`src/rtl/core/rsort_pkg.sv`:
```
// ----------------------------------------------------------------------------
// rsort_pkg: shared types and constants of the radix sorter
// Payload structs, sequencer states and bucket unit control codes.
// ----------------------------------------------------------------------------
package rsort_pkg;

  localparam int CAPACITY_DEF   = 64;
  localparam int DIGIT_BITS_DEF = 8;
  localparam int KEY_WIDTH_DEF  = 32;
  localparam int IN_KEY_W       = 32;
  localparam int OUT_KEY_W      = 32;

  typedef struct packed {
    logic [IN_KEY_W-1:0] key_in;
    logic                last;
  } in_item_t;

  typedef struct packed {
    logic [OUT_KEY_W-1:0] key_out;
    logic                 end_of_batch;
    logic                 dropped;
  } out_item_t;

  typedef enum logic [3:0] {
    ST_LOAD,
    ST_CLEAR,
    ST_HIST_PRIME,
    ST_HIST_RD,
    ST_HIST_WR,
    ST_PREFIX,
    ST_SCAT_PRIME,
    ST_SCAT_RD,
    ST_SCAT_WR,
    ST_OUT_RD,
    ST_OUT_LD,
    ST_OUT_WAIT
  } state_t;

  // what the bucket memory is written with
  typedef enum logic [1:0] {
    BW_ZERO,
    BW_RUN,
    BW_SUM
  } bkt_wsel_t;

  // operands of the shared adder
  typedef enum logic {
    ADD_INC,
    ADD_RUN
  } bkt_add_t;

  typedef struct packed {
    logic      wr_en;
    bkt_wsel_t wr_sel;
    bkt_add_t  add_sel;
    logic      run_clr;
    logic      run_upd;
  } bkt_ctl_t;

endpackage

```
`src/rtl/core/rsort_bkt_unit.sv`:
```
// ----------------------------------------------------------------------------
// rsort_bkt_unit: bucket table with the shared adder
// Counts digits, forms running offsets and bumps scatter positions.
// ----------------------------------------------------------------------------
module rsort_bkt_unit #(
  parameter int CAPACITY   = rsort_pkg::CAPACITY_DEF,
  parameter int DIGIT_BITS = rsort_pkg::DIGIT_BITS_DEF
) (
  input  logic                           clk,
  input  rsort_pkg::bkt_ctl_t            ctl,
  input  logic [DIGIT_BITS-1:0]          rd_addr,
  input  logic [DIGIT_BITS-1:0]          wr_addr,
  output logic [$clog2(CAPACITY+1)-1:0]  rdata
);

  localparam int BUCKETS = 1 << DIGIT_BITS;
  localparam int CNT_W   = $clog2(CAPACITY + 1);

  logic [CNT_W-1:0] mem [BUCKETS];
  logic [CNT_W-1:0] rdata_r;
  logic [CNT_W-1:0] run_r;
  logic [CNT_W-1:0] add_a;
  logic [CNT_W-1:0] add_b;
  logic [CNT_W-1:0] sum;
  logic [CNT_W-1:0] wdata;

  // shared adder: count bump or running offset
  always_comb begin
    case (ctl.add_sel)
      rsort_pkg::ADD_RUN: begin
        add_a = run_r;
        add_b = rdata_r;
      end
      default: begin
        add_a = rdata_r;
        add_b = CNT_W'(1);
      end
    endcase
    sum = add_a + add_b;
  end

  always_comb begin
    case (ctl.wr_sel)
      rsort_pkg::BW_ZERO: wdata = '0;
      rsort_pkg::BW_RUN:  wdata = run_r;
      default:            wdata = sum;
    endcase
  end

  always_ff @(posedge clk) begin
    if (ctl.wr_en) begin
      mem[wr_addr] <= wdata;
    end
    rdata_r <= mem[rd_addr];
    if (ctl.run_clr) begin
      run_r <= '0;
    end else if (ctl.run_upd) begin
      run_r <= sum;
    end
  end

  assign rdata = rdata_r;

endmodule

```
`config.mk`:
```
export PLATFORM = sky130hd
export DESIGN_NAME = rsort_bkt_unit
export DESIGN_NICKNAME = d
export VERILOG_FILES = /design/src/rtl/core/rsort_pkg.sv /design/src/rtl/core/rsort_bkt_unit.sv
export SDC_FILE = /design/constraint.sdc
export NUM_CORES = 2
export LEC_CHECK = 0
export BUFFER_PORTS_ARGS = -buffer_cell sky130_fd_sc_hd__buf_2
export CORE_AREA = 2 2 372 374
export CTS_CLUSTER_SIZE = 16
export DETAILED_ROUTE_END_ITERATION = 8
export DIE_AREA = 0 0 374 376
export GPL_ROUTABILITY_DRIVEN = 0
export PLACE_DENSITY = 0.67
export SLEW_MARGIN = 20
export SYNTH_ARGS = -nofsm -noshare
export SYNTH_HDL_FRONTEND = slang
export SYNTH_SLANG_ARGS = --single-unit
```
`constraint.sdc`:
```
create_clock -name clk -period 23.4 [get_ports clk]
set_input_delay 2.34 -clock clk [delete_from_list [all_inputs] [get_ports clk]]
set_output_delay 2.34 -clock clk [all_outputs]
set_load 0.02 [all_outputs]
```
# Word-level counts from Yosys, hierarchy flattened
# Memories as Yosys holds them, arrays and structs flattened. A register that Yosys moved wholly into a read port is not among the register bits.
# Index checks and enable logic that the tools add are counted.
[classes] addsub=1 n_eq_ne=1 muxes=5 n_reduce_logical=1
[ops] op="$mux W7" n=2
[ops] op="$pmux W7 S2" n=1
[ops] op="$add A7 B7 Y7" n=1
[ops] op="$eq A2 B1 Y1 const B" n=1
[ops] op="$logic_not A2 Y1" n=1
[ops] op="$mux W1" n=2
[word_totals] reg_bits=7 mem_bits_rw=1792 input_bits=23 out_inout_bits=7 word_cells=10 mem_count=1
[memory_table] name="mem" depth=256 width=7 read_ports=1 rd_ports_with_merged_regs=1 write_ports=1 line_no="rsort_bkt_unit.sv:19" text="logic [CNT_W-1:0] mem [BUCKETS];"

# Longest topological paths before layout
[logic_depth] depth_word=3 depth_mapped=12 depth_no_buf=10

# Least setup slack after synthesis
# No wires, ideal clock.
[synth_path] path_kind="input-to-reg" startpoint="input ctl[4] (netlist name)" endpoint="memory mem[0][0] (netlist name), data pin" setup_time_ns=2.187 t_arrival_ns=12.498 t_required_ns=21.213 setup_slack_ns=8.715 path_stages=2 n_path_buf=1 cell_sequence="clkbuf_1 > o21ai_0"
[synth_via] elab_chain_len=2
[synth_lines] element="start: declaration" line_no="rsort_bkt_unit.sv:10" text="input rsort_pkg::bkt_ctl_t ctl,"
[synth_lines] element="$eq A2 B1 Y1 or $logic_not A2 Y1 (tied branches)" line_no="rsort_bkt_unit.sv:43" text="case (ctl.wr_sel)"
[synth_lines] element="$pmux W7 S2 (*)" line_no="rsort_bkt_unit.sv:43"
[synth_lines] element="named net wdata[0]" line_no="rsort_bkt_unit.sv:25" text="logic [CNT_W-1:0] wdata;"
[synth_lines] element="end: declaration" line_no="rsort_bkt_unit.sv:19"
# The timed path passes the listed nets; every way through them passes the cells marked *.

==> flow_summary_export.csv <==
group,metric,value,unit
layout,drive_gt1_frac,0.213,
detailed_routing,drt_first_iter_violations,4665,
layout,fin_nets,3527,
sta,setup_viol,0,
clock_network,cts_hold_buffers,0,
floorplan,initial_core_util,0.516,
clock_network,clk_path_buf_depth,3,
detailed_routing,vias,34500,
logic_synthesis,netlist_area,70400,um2
worst_setup_path,cp.required,24030,ps
clock_network,ctsResizeCount,0,
sta,rsz0062_at_grt,"false",
sta,fin_setup_tns,0,ps
global_route,grt_use_total,0.238,
power_and_ir_drop,p_per_area,92.4,nW/um2
sta,period_share,0.303,
logic_synthesis,netlist_instances,3429,
layout,layout_common_cells,"edfxtp_1 (1792), mux4_2 (385), nor2_1 (298)",
clock_network,cts.sinks,1806,
detailed_routing,firstDrtPassIters,6,
layout,layout_commonest_cell,"edfxtp_1",
logic_synthesis,synth_fp_nets,3459,
clock_network,clkLatencyLatePin,800,ps
logic_synthesis,ys_ff_latch,1806,
floorplan,rows,136,
power_and_ir_drop,leakagePower,24.3,nW
detailed_routing,wirelength,166,mm
logic_synthesis,synth_edf_count,1792,
detailed_routing,antenna_left,0,
clock_network,cts_tree,"done",
floorplan,ioPinCount,30,
logic_synthesis,ys.flop_type,"edfxtp_1",
worst_setup_path,startpoint_type,"input pin",
layout,postLayoutCoreUtil,0.571,
floorplan,die-area,141000,um2
floorplan,die_height,376,um
worst_setup_path,crit_path_end_kind,"flop",
sta,finalHoldViolations,0,
placed_design,hpwl,97.0,mm
global_route,grt_pass1_vias,34600,
worst_setup_path,arrival,7730,ps
power_and_ir_drop,peakVddDrop,0.0000802,V
worst_hold_path,hold_path.class,"flop to flop",
worst_setup_path,crit_path_max_fanout,75,
sta,slew_headroom,0.166,
sta,worst_pin_slew,1250,ps
worst_setup_path,path_class,"input pin to flop",
logic_synthesis,ys_seq_area_frac,0.768,
detailed_routing,routed_via_density,6.35,
logic_synthesis,synth.distinct_cells,58,
clock_network,clk_transition_reported_paths,70,ps
detailed_routing,wire_per_inst,30.5,um
sta,clock.fmax,141,MHz
placed_design,numPortBuffers,29,
clock_network,cts_made_buffers,176,
logic_synthesis,synth-async-reset-ratio,0,
detailed_routing,drc_errors,0,
floorplan,core,137000,um2
global_route,grt_max_degree,257,
sta,slew_violations,0,
power_and_ir_drop,p_total,0.00721,W
clock_network,post-cts-setup-buffers,0,
floorplan,die_x,374,um
status,status,"complete, no violations",
clock_network,h-tree-depth,4,
global_route,grt_antenna_before_repair,14,
layout,area_growth,10.8,%
global_route,grt_pass1_wl,241,mm
logic_synthesis,synth_area_per_cell,20.5,um2
sta,fin_crit,7100,ps
logic_synthesis,yosysWarnings,0,
global_route,gr-total-overflow,0,
sta,fin_skew,21.9,ps
clock_network,cts_root_buffer,"clkbuf_16",
job,maxCapViolCount,0,
-- cells by family (layout without fill, tap and decap cells) --
group | Yosys count | in the layout | synth area share
AOI/OAI and AO/OA | 346 | 346 | 0.0331
xor gates and xnor gates | 5 | 5 | 0.000622
adders and majority gates | 7 | 7 | 0.00135
buffers and inverters | 215 | 428 | 0.0182
DFF | 1806 | 1806 | 0.768
muxes | 547 | 547 | 0.147
other | 0 | 5 | 0
and+or+nand+nor | 503 | 503 | 0.0322
-- worst max-delay path, cell delays in order --
cell and delay [ps]:
buf_8 600, buf_4 870, buf_4 830, buf_4 730, mux4_2 610, mux2i_1 150, a21oi_1 100, o21ai_0 200
nor4bb_1 990, nor4_1 160
-- synth_stat cells (7+ instances only) --
cell      number  area, um2
edfxtp_1    1792      53800
mux4_2       385       8670
nor2_1       300       1130
mux2i_1      137       1370
a22oi_1      120        901
clkbuf_1      91        342
o22ai_1       59        369
a21oi_1       57        285
buf_2         44        220
nand3_1       40        200
nand2_1       39        146
o21ai_0       36        180
buf_4         35        263
nor4_1        26        163
nor3_1        25        125
mux2_2        24        270
buf_6         19        214
nor2b_1       17        106
a211oi_1      14        105
a22o_1        14        123
dfxtp_1       14        280
a221oi_1      13        114
nand2b_1      10       62.6
a21boi_0       9       67.6
nand4_1        9       56.3
and2_1         8       50.1
inv_1          8       30.0
a21o_1         7       52.6
buf_1          7       26.3
-- registers in the layout, indices dropped and copies added, names as in the netlist --
signal and count:
run_r 7, mem 1792, rdata 7
-- routing by layer --
metal / vias up / track usage / part of all wire
met5: - / 0 / 0.00031
met4: 8 / 0.0733 / 0.027
met3: 265 / 0.0520 / 0.091
li1: 14400 / - / -
met2: 1662 / 0.370 / 0.48
met1: 18200 / 0.339 / 0.40
-- through the flow --
stage          setup slack, ps  hold WS [ps]  instances  area (um2)
4_1_cts                  16120           510       5433       78000
5_1_grt                  15840           544       5436       78100
2_1_floorplan             8710           468       3429       70400
3_3_place_gp             15310           482       5110       72300
3_5_place_dp             15280           495       5110       72300
6_report                 16300           509       5441       78100
-- final timing paths --
kind | depth (start not counted) | to | startpoint | slack, ps
max | 10 | rdata[1] | rd_addr[0] | 16300
max reg2reg | 12 | mem[250][5] | rdata[1] | 18500
min reg2reg | 2 | run_r[1] | run_r[1] | 510
min | 2 | run_r[1] | run_r[1] | 510
-- report_power, final --
part	switching (W)	internal, W
sequential	0.00000748	0.00381
combinational	0.000451	0.000133
clock	0.00120	0.00161
total	0.00166	0.00556
-- area by class of cell --
type                       instances  area (um2)
antenna                            5        12.5
tap                             1794        2240
multi-input combinational       1408       15200
fill                            9886       58600
inverter                           9        33.8
clock inverter                   100        1000
clock buffer                     223        4690
sequential                      1806       54100
timing repair buffer              96         766
(Power assumes the default switching activity.)
