==> src/rtl/core/rsort_pkg.sv <==
// ----------------------------------------------------------------------------
// rsort_pkg: shared types and constants of the radix sorter
// Payload structs, sequencer states and bucket unit control codes.
// ----------------------------------------------------------------------------
package rsort_pkg;

  localparam int CAPACITY_DEF   = 64;
  localparam int DIGIT_BITS_DEF = 8;
  localparam int KEY_WIDTH_DEF  = 32;
  localparam int IN_KEY_W       = 32;
  localparam int OUT_KEY_W      = 32;

  typedef struct packed {
    logic [IN_KEY_W-1:0] key_in;
    logic                last;
  } in_item_t;

  typedef struct packed {
    logic [OUT_KEY_W-1:0] key_out;
    logic                 end_of_batch;
    logic                 dropped;
  } out_item_t;

  typedef enum logic [3:0] {
    ST_LOAD,
    ST_CLEAR,
    ST_HIST_PRIME,
    ST_HIST_RD,
    ST_HIST_WR,
    ST_PREFIX,
    ST_SCAT_PRIME,
    ST_SCAT_RD,
    ST_SCAT_WR,
    ST_OUT_RD,
    ST_OUT_LD,
    ST_OUT_WAIT
  } state_t;

  // what the bucket memory is written with
  typedef enum logic [1:0] {
    BW_ZERO,
    BW_RUN,
    BW_SUM
  } bkt_wsel_t;

  // operands of the shared adder
  typedef enum logic {
    ADD_INC,
    ADD_RUN
  } bkt_add_t;

  typedef struct packed {
    logic      wr_en;
    bkt_wsel_t wr_sel;
    bkt_add_t  add_sel;
    logic      run_clr;
    logic      run_upd;
  } bkt_ctl_t;

endpackage

==> src/rtl/core/rsort_seq.sv <==
// ----------------------------------------------------------------------------
// rsort_seq: sort sequencer
// Loads the batch, steps clear/histogram/prefix/scatter per digit, then
// streams the sorted keys through the output register.
// ----------------------------------------------------------------------------
module rsort_seq #(
  parameter int CAPACITY   = rsort_pkg::CAPACITY_DEF,
  parameter int DIGIT_BITS = rsort_pkg::DIGIT_BITS_DEF,
  parameter int KEY_WIDTH  = rsort_pkg::KEY_WIDTH_DEF
) (
  input  logic                          clk,
  input  logic                          rst_n,
  input  logic                          in_valid,
  output logic                          in_ready,
  input  rsort_pkg::in_item_t           in_data,
  output logic                          out_valid,
  input  logic                          out_ready,
  output rsort_pkg::out_item_t          out_data,
  output logic                          key_we_a,
  output logic                          key_we_b,
  output logic [$clog2(CAPACITY)-1:0]   key_waddr,
  output logic [KEY_WIDTH-1:0]          key_wdata,
  output logic [$clog2(CAPACITY)-1:0]   key_raddr,
  input  logic [KEY_WIDTH-1:0]          key_rdata_a,
  input  logic [KEY_WIDTH-1:0]          key_rdata_b,
  output rsort_pkg::bkt_ctl_t           bkt_ctl,
  output logic [DIGIT_BITS-1:0]         bkt_raddr,
  output logic [DIGIT_BITS-1:0]         bkt_waddr,
  input  logic [$clog2(CAPACITY+1)-1:0] bkt_rdata
);

  localparam int BUCKETS = 1 << DIGIT_BITS;
  localparam int CNT_W   = $clog2(CAPACITY + 1);
  localparam int IDX_W   = $clog2(CAPACITY);
  localparam int BIDX_W  = DIGIT_BITS + 1;
  localparam int PASSES  = (KEY_WIDTH + DIGIT_BITS - 1) / DIGIT_BITS;
  localparam int PASS_W  = $clog2(PASSES + 1);
  localparam int SH_W    = $clog2(PASSES * DIGIT_BITS + 1);

  rsort_pkg::state_t state_r, state_nxt;

  logic [CNT_W-1:0]      fill_r;
  logic                  ovf_r;
  logic [PASS_W-1:0]     pass_r;
  logic [SH_W-1:0]       shamt_r;
  logic [CNT_W-1:0]      idx_r;
  logic [BIDX_W-1:0]     bidx_r;
  logic [DIGIT_BITS-1:0] dig_r;
  logic [KEY_WIDTH-1:0]  hold_r;
  logic                  out_valid_r;
  rsort_pkg::out_item_t  out_data_r;

  logic                  in_fire;
  logic                  room;
  logic [CNT_W-1:0]      idx_inc;
  logic                  key_last;
  logic                  pass_last;
  logic                  bidx_last;
  logic                  bidx_done;
  logic [BIDX_W-1:0]     bidx_dec;
  logic [KEY_WIDTH-1:0]  src_q;
  logic [KEY_WIDTH-1:0]  dst_q;
  logic [DIGIT_BITS-1:0] digit;
  logic                  pos_ok;

  assign in_fire   = in_valid && in_ready;
  assign room      = fill_r < CNT_W'(CAPACITY);
  assign idx_inc   = idx_r + 1'b1;
  assign key_last  = idx_inc == fill_r;
  assign pass_last = pass_r == PASS_W'(PASSES - 1);
  assign bidx_last = bidx_r == BIDX_W'(BUCKETS - 1);
  assign bidx_done = bidx_r == BIDX_W'(BUCKETS);
  assign bidx_dec  = bidx_r - 1'b1;
  // even passes read store a and scatter into store b
  assign src_q     = pass_r[0] ? key_rdata_b : key_rdata_a;
  assign dst_q     = pass_r[0] ? key_rdata_a : key_rdata_b;
  assign digit     = DIGIT_BITS'(src_q >> shamt_r);
  assign pos_ok    = bkt_rdata < CNT_W'(CAPACITY);

  always_comb begin
    state_nxt = state_r;
    case (state_r)
      rsort_pkg::ST_LOAD: begin
        if (in_fire && in_data.last) state_nxt = rsort_pkg::ST_CLEAR;
      end
      rsort_pkg::ST_CLEAR: begin
        if (bidx_last) state_nxt = rsort_pkg::ST_HIST_PRIME;
      end
      rsort_pkg::ST_HIST_PRIME: state_nxt = rsort_pkg::ST_HIST_RD;
      rsort_pkg::ST_HIST_RD:    state_nxt = rsort_pkg::ST_HIST_WR;
      rsort_pkg::ST_HIST_WR: begin
        state_nxt = key_last ? rsort_pkg::ST_PREFIX : rsort_pkg::ST_HIST_RD;
      end
      rsort_pkg::ST_PREFIX: begin
        if (bidx_done) state_nxt = rsort_pkg::ST_SCAT_PRIME;
      end
      rsort_pkg::ST_SCAT_PRIME: state_nxt = rsort_pkg::ST_SCAT_RD;
      rsort_pkg::ST_SCAT_RD:    state_nxt = rsort_pkg::ST_SCAT_WR;
      rsort_pkg::ST_SCAT_WR: begin
        if (!key_last) begin
          state_nxt = rsort_pkg::ST_SCAT_RD;
        end else if (pass_last) begin
          state_nxt = rsort_pkg::ST_OUT_RD;
        end else begin
          state_nxt = rsort_pkg::ST_CLEAR;
        end
      end
      rsort_pkg::ST_OUT_RD: state_nxt = rsort_pkg::ST_OUT_LD;
      rsort_pkg::ST_OUT_LD: state_nxt = rsort_pkg::ST_OUT_WAIT;
      rsort_pkg::ST_OUT_WAIT: begin
        if (out_ready) begin
          state_nxt = key_last ? rsort_pkg::ST_LOAD : rsort_pkg::ST_OUT_RD;
        end
      end
      default: state_nxt = rsort_pkg::ST_LOAD;
    endcase
  end

  always_comb begin
    in_ready        = 1'b0;
    key_we_a        = 1'b0;
    key_we_b        = 1'b0;
    key_waddr       = fill_r[IDX_W-1:0];
    key_wdata       = KEY_WIDTH'(in_data.key_in);
    key_raddr       = idx_r[IDX_W-1:0];
    bkt_ctl.wr_en   = 1'b0;
    bkt_ctl.wr_sel  = rsort_pkg::BW_SUM;
    bkt_ctl.add_sel = rsort_pkg::ADD_INC;
    bkt_ctl.run_clr = 1'b0;
    bkt_ctl.run_upd = 1'b0;
    bkt_raddr       = bidx_r[DIGIT_BITS-1:0];
    bkt_waddr       = dig_r;
    case (state_r)
      rsort_pkg::ST_LOAD: begin
        in_ready = 1'b1;
        key_we_a = in_fire && room;
      end
      rsort_pkg::ST_CLEAR: begin
        bkt_ctl.wr_en   = 1'b1;
        bkt_ctl.wr_sel  = rsort_pkg::BW_ZERO;
        bkt_ctl.run_clr = 1'b1;
        bkt_waddr       = bidx_r[DIGIT_BITS-1:0];
      end
      rsort_pkg::ST_HIST_RD, rsort_pkg::ST_SCAT_RD: begin
        key_raddr = idx_inc[IDX_W-1:0];
        bkt_raddr = digit;
      end
      rsort_pkg::ST_HIST_WR: begin
        key_raddr     = idx_inc[IDX_W-1:0];
        bkt_ctl.wr_en = 1'b1;
      end
      rsort_pkg::ST_PREFIX: begin
        // read bucket b while bucket b-1 takes the running offset
        bkt_ctl.wr_en   = bidx_r != '0;
        bkt_ctl.wr_sel  = rsort_pkg::BW_RUN;
        bkt_ctl.add_sel = rsort_pkg::ADD_RUN;
        bkt_ctl.run_upd = bidx_r != '0;
        bkt_waddr       = bidx_dec[DIGIT_BITS-1:0];
      end
      rsort_pkg::ST_SCAT_WR: begin
        key_raddr     = idx_inc[IDX_W-1:0];
        key_we_a      = pos_ok && pass_r[0];
        key_we_b      = pos_ok && !pass_r[0];
        key_waddr     = bkt_rdata[IDX_W-1:0];
        key_wdata     = hold_r;
        bkt_ctl.wr_en = 1'b1;
      end
      default: begin
      end
    endcase
  end

  always_ff @(posedge clk) begin
    if (!rst_n) begin
      state_r     <= rsort_pkg::ST_LOAD;
      fill_r      <= '0;
      ovf_r       <= 1'b0;
      pass_r      <= '0;
      shamt_r     <= '0;
      idx_r       <= '0;
      bidx_r      <= '0;
      out_valid_r <= 1'b0;
    end else begin
      state_r <= state_nxt;
      case (state_r)
        rsort_pkg::ST_LOAD: begin
          if (in_fire) begin
            if (room) begin
              fill_r <= fill_r + 1'b1;
            end else begin
              ovf_r <= 1'b1;
            end
          end
          pass_r  <= '0;
          shamt_r <= '0;
          idx_r   <= '0;
          bidx_r  <= '0;
        end
        rsort_pkg::ST_CLEAR: begin
          bidx_r <= bidx_last ? '0 : bidx_r + 1'b1;
          idx_r  <= '0;
        end
        rsort_pkg::ST_HIST_WR: begin
          idx_r <= key_last ? '0 : idx_inc;
        end
        rsort_pkg::ST_PREFIX: begin
          bidx_r <= bidx_done ? '0 : bidx_r + 1'b1;
        end
        rsort_pkg::ST_SCAT_WR: begin
          idx_r <= key_last ? '0 : idx_inc;
          if (key_last && !pass_last) begin
            pass_r  <= pass_r + 1'b1;
            shamt_r <= shamt_r + SH_W'(DIGIT_BITS);
          end
        end
        rsort_pkg::ST_OUT_LD: begin
          out_valid_r <= 1'b1;
        end
        rsort_pkg::ST_OUT_WAIT: begin
          if (out_ready) begin
            out_valid_r <= 1'b0;
            if (key_last) begin
              fill_r <= '0;
              ovf_r  <= 1'b0;
              idx_r  <= '0;
            end else begin
              idx_r <= idx_inc;
            end
          end
        end
        default: begin
        end
      endcase
    end
  end

  always_ff @(posedge clk) begin
    if (state_r == rsort_pkg::ST_HIST_RD || state_r == rsort_pkg::ST_SCAT_RD) begin
      dig_r  <= digit;
      hold_r <= src_q;
    end
    if (state_r == rsort_pkg::ST_OUT_LD) begin
      out_data_r.key_out      <= rsort_pkg::OUT_KEY_W'(dst_q);
      out_data_r.end_of_batch <= key_last;
      out_data_r.dropped      <= ovf_r;
    end
  end

  assign out_valid = out_valid_r;
  assign out_data  = out_data_r;

  a_fill_bound: assert property (@(posedge clk) disable iff (!rst_n)
    fill_r <= CNT_W'(CAPACITY))
    else $error("fill count beyond store depth");

  a_one_side: assert property (@(posedge clk) disable iff (!rst_n)
    !(in_ready && out_valid_r))
    else $error("input open while a sorted key is pending");

  a_pos_range: assert property (@(posedge clk) disable iff (!rst_n)
    state_r == rsort_pkg::ST_SCAT_WR |-> bkt_rdata < fill_r)
    else $error("scatter position outside the batch");

  a_batch_close: assert property (@(posedge clk) disable iff (!rst_n)
    (out_valid_r && out_ready && out_data_r.end_of_batch) |=>
      (fill_r == '0 && !ovf_r && in_ready))
    else $error("batch state not cleared after final key");

endmodule

==> config.mk <==
export PLATFORM = sky130hd
export DESIGN_NAME = rsort_seq
export DESIGN_NICKNAME = d
export VERILOG_FILES = /design/src/rtl/core/rsort_pkg.sv /design/src/rtl/core/rsort_seq.sv
export SDC_FILE = /design/constraint.sdc
export NUM_CORES = 1
export LEC_CHECK = 0
export BUFFER_PORTS_ARGS = -buffer_cell sky130_fd_sc_hd__buf_2
export CORE_MARGIN = 4
export CORE_UTILIZATION = 51
export DETAILED_ROUTE_END_ITERATION = 6
export PLACE_DENSITY = 0.79
export REMOVE_ABC_BUFFERS = 1
export SYNTH_ARGS = -nofsm -noshare
export SYNTH_HDL_FRONTEND = slang
export SYNTH_SLANG_ARGS = --single-unit
==> constraint.sdc <==
create_clock -name clk -period 4.7 [get_ports clk]
set_input_delay 0.94 -clock clk [delete_from_list [all_inputs] [get_ports clk]]
set_output_delay 0.94 -clock clk [all_outputs]
set_load 0.005 [all_outputs]
* After elaboration in Yosys (flattened, before gate mapping) *
Cells that the tools add are included.

operators by class
  add/subtract/negate cells = 6
  multiply operators = 0
  div/mod/pow operators = 0
  $lt $le $gt $ge = 2
  eq/ne operators = 24
  shift operators = 1
  mux-type cells = 46
  bitwise logic cells = 0
  reductions and logical operators = 27

operators by type and width
  cell                 number
  $mux 32              3
  $pmux 4 s12          1
  $mux 7               6
  $shr 32x6->8         1
  $mux 4               7
  $pmux 9 s3           1
  $pmux 7 s3           1
  $mux 6               3
  $mux 9               2
  $ne 2x2->1 const B   9
  $eq 4x3->1 const B   4
  $eq 4x4->1 const B   4
  $pmux 8 s2           1
  $add 7x1->7 const B  2
  $lt 7x7->1 const B   2
  $pmux 7 s2           1
  $pmux 6 s2           1
  $mux 1               10
  $reduce_and 5->1     2
  $add 9x1->9 const B  1
  $eq 9x8->1 const B   1
  $eq 9x9->1 const B   1
  $reduce_bool 9->1    1
  $eq 4x2->1 const B   2
  22 further kinds     39

word-level totals
  bits in registers = 112
  bits in latches = 0
  bits in writable memories = 0
  bits in read-only memories = 0
  input bits = 108
  output and inout port bits = 104
  logic and storage cells = 119
  memories = 0

* Depth between registers and ports, before layout *
  word-level depth = 6
  depth in mapped cells = 13
  mapped depth without buffers = 12

* Worst setup path after synthesis *
Ideal clock, no wire load.

  kind = reg2reg
  from = reg state_r[2]
  to = reg out_data_r (netlist bit out_data[0]), enable pin
  setup time = 480 ps
  arrival = 3,355 ps
  data required time = 4,220 ps
  setup slack = 865 ps
  stages on the path, launching flop included = 4
  buffers on the path = 1
  period minus slack after synthesis = 3,835 ps
  cell sequence = dfxtp_1 > clkbuf_1 > nand2b_1 > nor3b_1

between the ends
  longest elaborated chain between the ends = 1

RTL lines
  element                   line              RTL
  start: declaration        rsort_seq.sv:40   rsort_pkg::state_t state_r, state_nxt;
  start signal: assignment  rsort_seq.sv:175  state_r <= rsort_pkg::ST_LOAD;
  start signal: assignment  rsort_seq.sv:184  state_r <= state_nxt;
  $eq 4x4->1                rsort_seq.sv:242  if (state_r == rsort_pkg::ST_OUT_LD) begin
  end: declaration          rsort_seq.sv:51   rsort_pkg::out_item_t out_data_r;

Every way passes these cells.
A chain may end at the register's enable or synchronous reset.

* Final worst setup path *
  from = reg state_r[2]
  to = out key_wdata[17]

between the ends
  longest elaborated chain between the ends = 2

RTL lines
  element           line              RTL
  $eq 4x4->1        rsort_seq.sv:133  case (state_r)
  $mux 32           rsort_seq.sv:133
  end: declaration  rsort_seq.sv:22   output logic [KEY_WIDTH-1:0] key_wdata,

Every way passes these cells.

==> key figures <==
Clock network
  • Clock-pin transition on the worst setup and hold timing paths: 70 ps
  • Skew-Pair Late Insertion Delay: between 300 and 400 ps
  • CTS H-tree lvls: 3
  • Cts bufs inserted: 9
  • Setup Fix Bufs, Post-CTS: 0
  • Cts hold-fix bufs: 0
  • CTS tree: done
  • Num Clock Sinks: 109
  • Post-CTS Resized: 0
  • Root Driver: clkbuf_16
  • Clock Tree Buf Depth: 2

STA
  • RSZ-0062 raised after global routing: false
  • Min cycle time layout: 3720 ps
  • Worst slew pin tran: 1110 ps
  • Max_slew headroom: 0.260
  • Number of max-slew violations in the final report: 0
  • Fmax: 0.269 GHz
  • Final Skew: 4.78 ps
  • Tcrit/Tclk final: 0.792
  • Final setup viols: 0
  • Final hold viol count: 0
  • Total negative slack: 0 ps
  • Post-route setup slack: 978 ps

Run
  • Max Cap Viol: 0

Setup path
  • Slowest cell delay on critical path: ~820 ps
  • FF-to-FF setup slack: 1830 ps
  • Worst reg2reg path depth: 8
  • Crit path DAT: 2780 ps
  • Crit path kind: flip-flop to output port
  • CP max stage cell: or3_1
  • Crit. Startpoint: state_r[2]
  • Setup crit end kind: output port
  • RR Endpoint: state_r[3]
  • Startpoint Class: flip-flop
  • Crit Path Max Fanout: 24
  • Reg-to-reg startpoint: idx_r[0]
  • CP required: 3760 ps
  • Most used cell, CP: nand2_1
  • Crit-path cells: nand2b_1, or3_1, buf_4, nand2_1, nand2_1, buf_2

Logic synthesis
  • Synthesized instance count: 622
  • Mean area per synthesized cell: 10.0 um^2
  • Synthesized flop and latch total: 109
  • Seq/Total Area, Yosys: 0.468
  • Post-synth ARST share: 0
  • Yosys warns: 0
  • Post-synth EDFFs: 74
  • Predominant post-synthesis flop cell: edfxtp_1
  • Synth cell types: 59
  • Post-Synthesis Cell Area: 6250 um^2

Route
  • First-pass DRT Iterations: 5
  • Starting DRC count in detailed routing: 349
  • Remaining DRCs: 0
  • Final WL: 16600 um
  • Vias per cell: 5.57
  • Routed len/inst: between 15 and 20 um
  • Routed Antenna Nets: 0
  • Via count: between 5000 and 6000

Worst hold path
  • Worst Hold Class: flip-flop to flip-flop
  • Min-delay src: ovf_r
  • Hold depth: 0
  • Hold Path End: out_data[0]

Floorplan
  • Cell Rows: 40
  • Die width: 119 um
  • Core Area: 12000 um^2
  • IO Pins: 212
  • Die H: 119 um
  • Initial Util: 0.520
  • Total Die Area: 14100 um^2

Placement
  • Routability cong.: 0.859
  • DP HPWL: about 12000 um
  • Dpl ws: 1380 ps
  • PortBufs: between 200 and 250

Final layout
  • # diodes: 0
  • Filler cells: 984
  • Share of post-route cells with drive strength above 1: 0.402
  • Number of nets in the layout: 927
  • Commonest non-fill, non-tap cell in the layout: buf_2
  • Area grow syn2layout: 23.4%
  • Commonest cells after routing, fill and taps aside: buf_2, nand2_1, mux2_2

Global routing
  • Initial antenna violation count: 0
  • Overflow after GRT: 0
  • First-pass GRT wire length: 26500 um
  • Vias in the first global route: 5359
  • GRT Util Overall: 0.231
  • Pin count of the biggest net entering global routing: 48

Power
  • P_leak: 3.31 nW
  • VDD IR max: 0.156 mV
  • P per Cell Area: 270 nW/um^2

Outcome
  • Status: finished, final reports clean
==> kinds of logic (layout without fill, tap and decap cells) <==
logic type | after synthesis | in the layout | share of synthesized area
fa+ha+maj | 10 | 10 | 0.0200
compound gates | 74 | 74 | 0.0747
flops | 109 | 109 | 0.468
simple gates | 238 | 238 | 0.173
buf+inv | 57 | 249 | 0.0377
xor+xnor | 27 | 27 | 0.0379
mux | 107 | 107 | 0.189
==> power by group <==
group | total (mW) | internal, mW | switching, mW
registers | 1.04 | 1.03 | 0.0121
clock network | 0.814 | 0.467 | 0.347
logic | 0.229 | 0.109 | 0.120
==> cells in the mapped netlist (2+ instances only) <==
cell         n  area [um^2]
a2bb2oi_1    2         17.5
o31ai_1      2         15.0
o21ai_0     24          120
nand2_1    128          480
nand2b_1     4         25.0
and2_1       2         12.5
ha_1        10          125
or3_1        5         31.3
buf_1        8         30.0
nor3b_1      3         22.5
nor2_1      42          158
mux2i_1     22          220
o21a_1       3         22.5
a21oi_1     13         65.1
nor3_1       9         45.0
a22oi_1      2         15.0
nand3_1     15         75.1
edfxtp_1    74         2220
and3_1       8         50.1
mux2_2      85          957
clkbuf_1    26         97.6
xnor2_1     13          114
dfxtp_1     35          701
inv_1       15         56.3
o31a_1       2         17.5
a21o_1       3         22.5
xor2_1      14          123
buf_4        2         15.0
nand4_1      3         18.8
o22ai_1      2         12.5
nand3b_1     7         52.6
buf_2        4         20.0
a31oi_1      9         56.3
==> worst max-delay path: cells and delay by family, from the launching register on <==
family | cells | cell delay, ps
DFF | 1 | 700
buffers and inverters | 2 | 440
and+or+nand+nor | 4 | 1300
==> flip-flops by register name, indices dropped and copies added, names as in the netlist <==
register,cells
bidx_r,9
dig_r,8
fill_r,7
hold_r,32
idx_r,7
out_data,34
out_valid,1
ovf_r,1
pass_r,3
shamt_r,3
state_r,4
==> final cells by class <==
class / instances / area [um^2] / area share
clock inverter: 6 / 87.6 / 0.0114
timing repair buffer: 218 / 1120 / 0.145
sequential: 109 / 2920 / 0.379
tap: 147 / 184 / 0.0239
clock buffer: 10 / 229 / 0.0297
multi-input combinational: 456 / 3110 / 0.403
inverter: 15 / 56.3 / 0.00731
==> layer usage <==
metal  track usage  wire, um  vias up
met5             0         0        -
met4        0.0847       351        0
met3        0.0397       985       29
met2         0.418      8480      201
met1         0.274      6740     2525
li1              -         -     2595
==> worst max path at each step <==
| stage | to | slack [ps] | cells after the start |
|---|---|---|---|
| floorplan | key_raddr[1] | 130 | 4 |
| global placement | bkt_raddr[1] | 1460 | 8 |
| detailed placement | key_wdata[17] | 1380 | 6 |
| CTS | key_wdata[17] | 990 | 6 |
| global route | key_wdata[15] | 760 | 6 |
| finish | key_wdata[17] | 980 | 6 |
==> per-stage QoR <==
| step | util | cell area, um^2 | hold slack, ps | instances | power (mW) |
|---|---|---|---|---|---|
| floorplan | - | 6070 | 408 | 580 | 1.18 |
| global placement | 0.615 | 7390 | 419 | 945 | 1.28 |
| detailed placement | 0.615 | 7390 | 434 | 945 | 1.29 |
| CTS | 0.642 | 7710 | 452 | 961 | 2.09 |
| global route | 0.642 | 7710 | 465 | 961 | 2.16 |
| finish | 0.642 | 7710 | 452 | 961 | 2.08 |
Power figures use the tool's default switching activity.
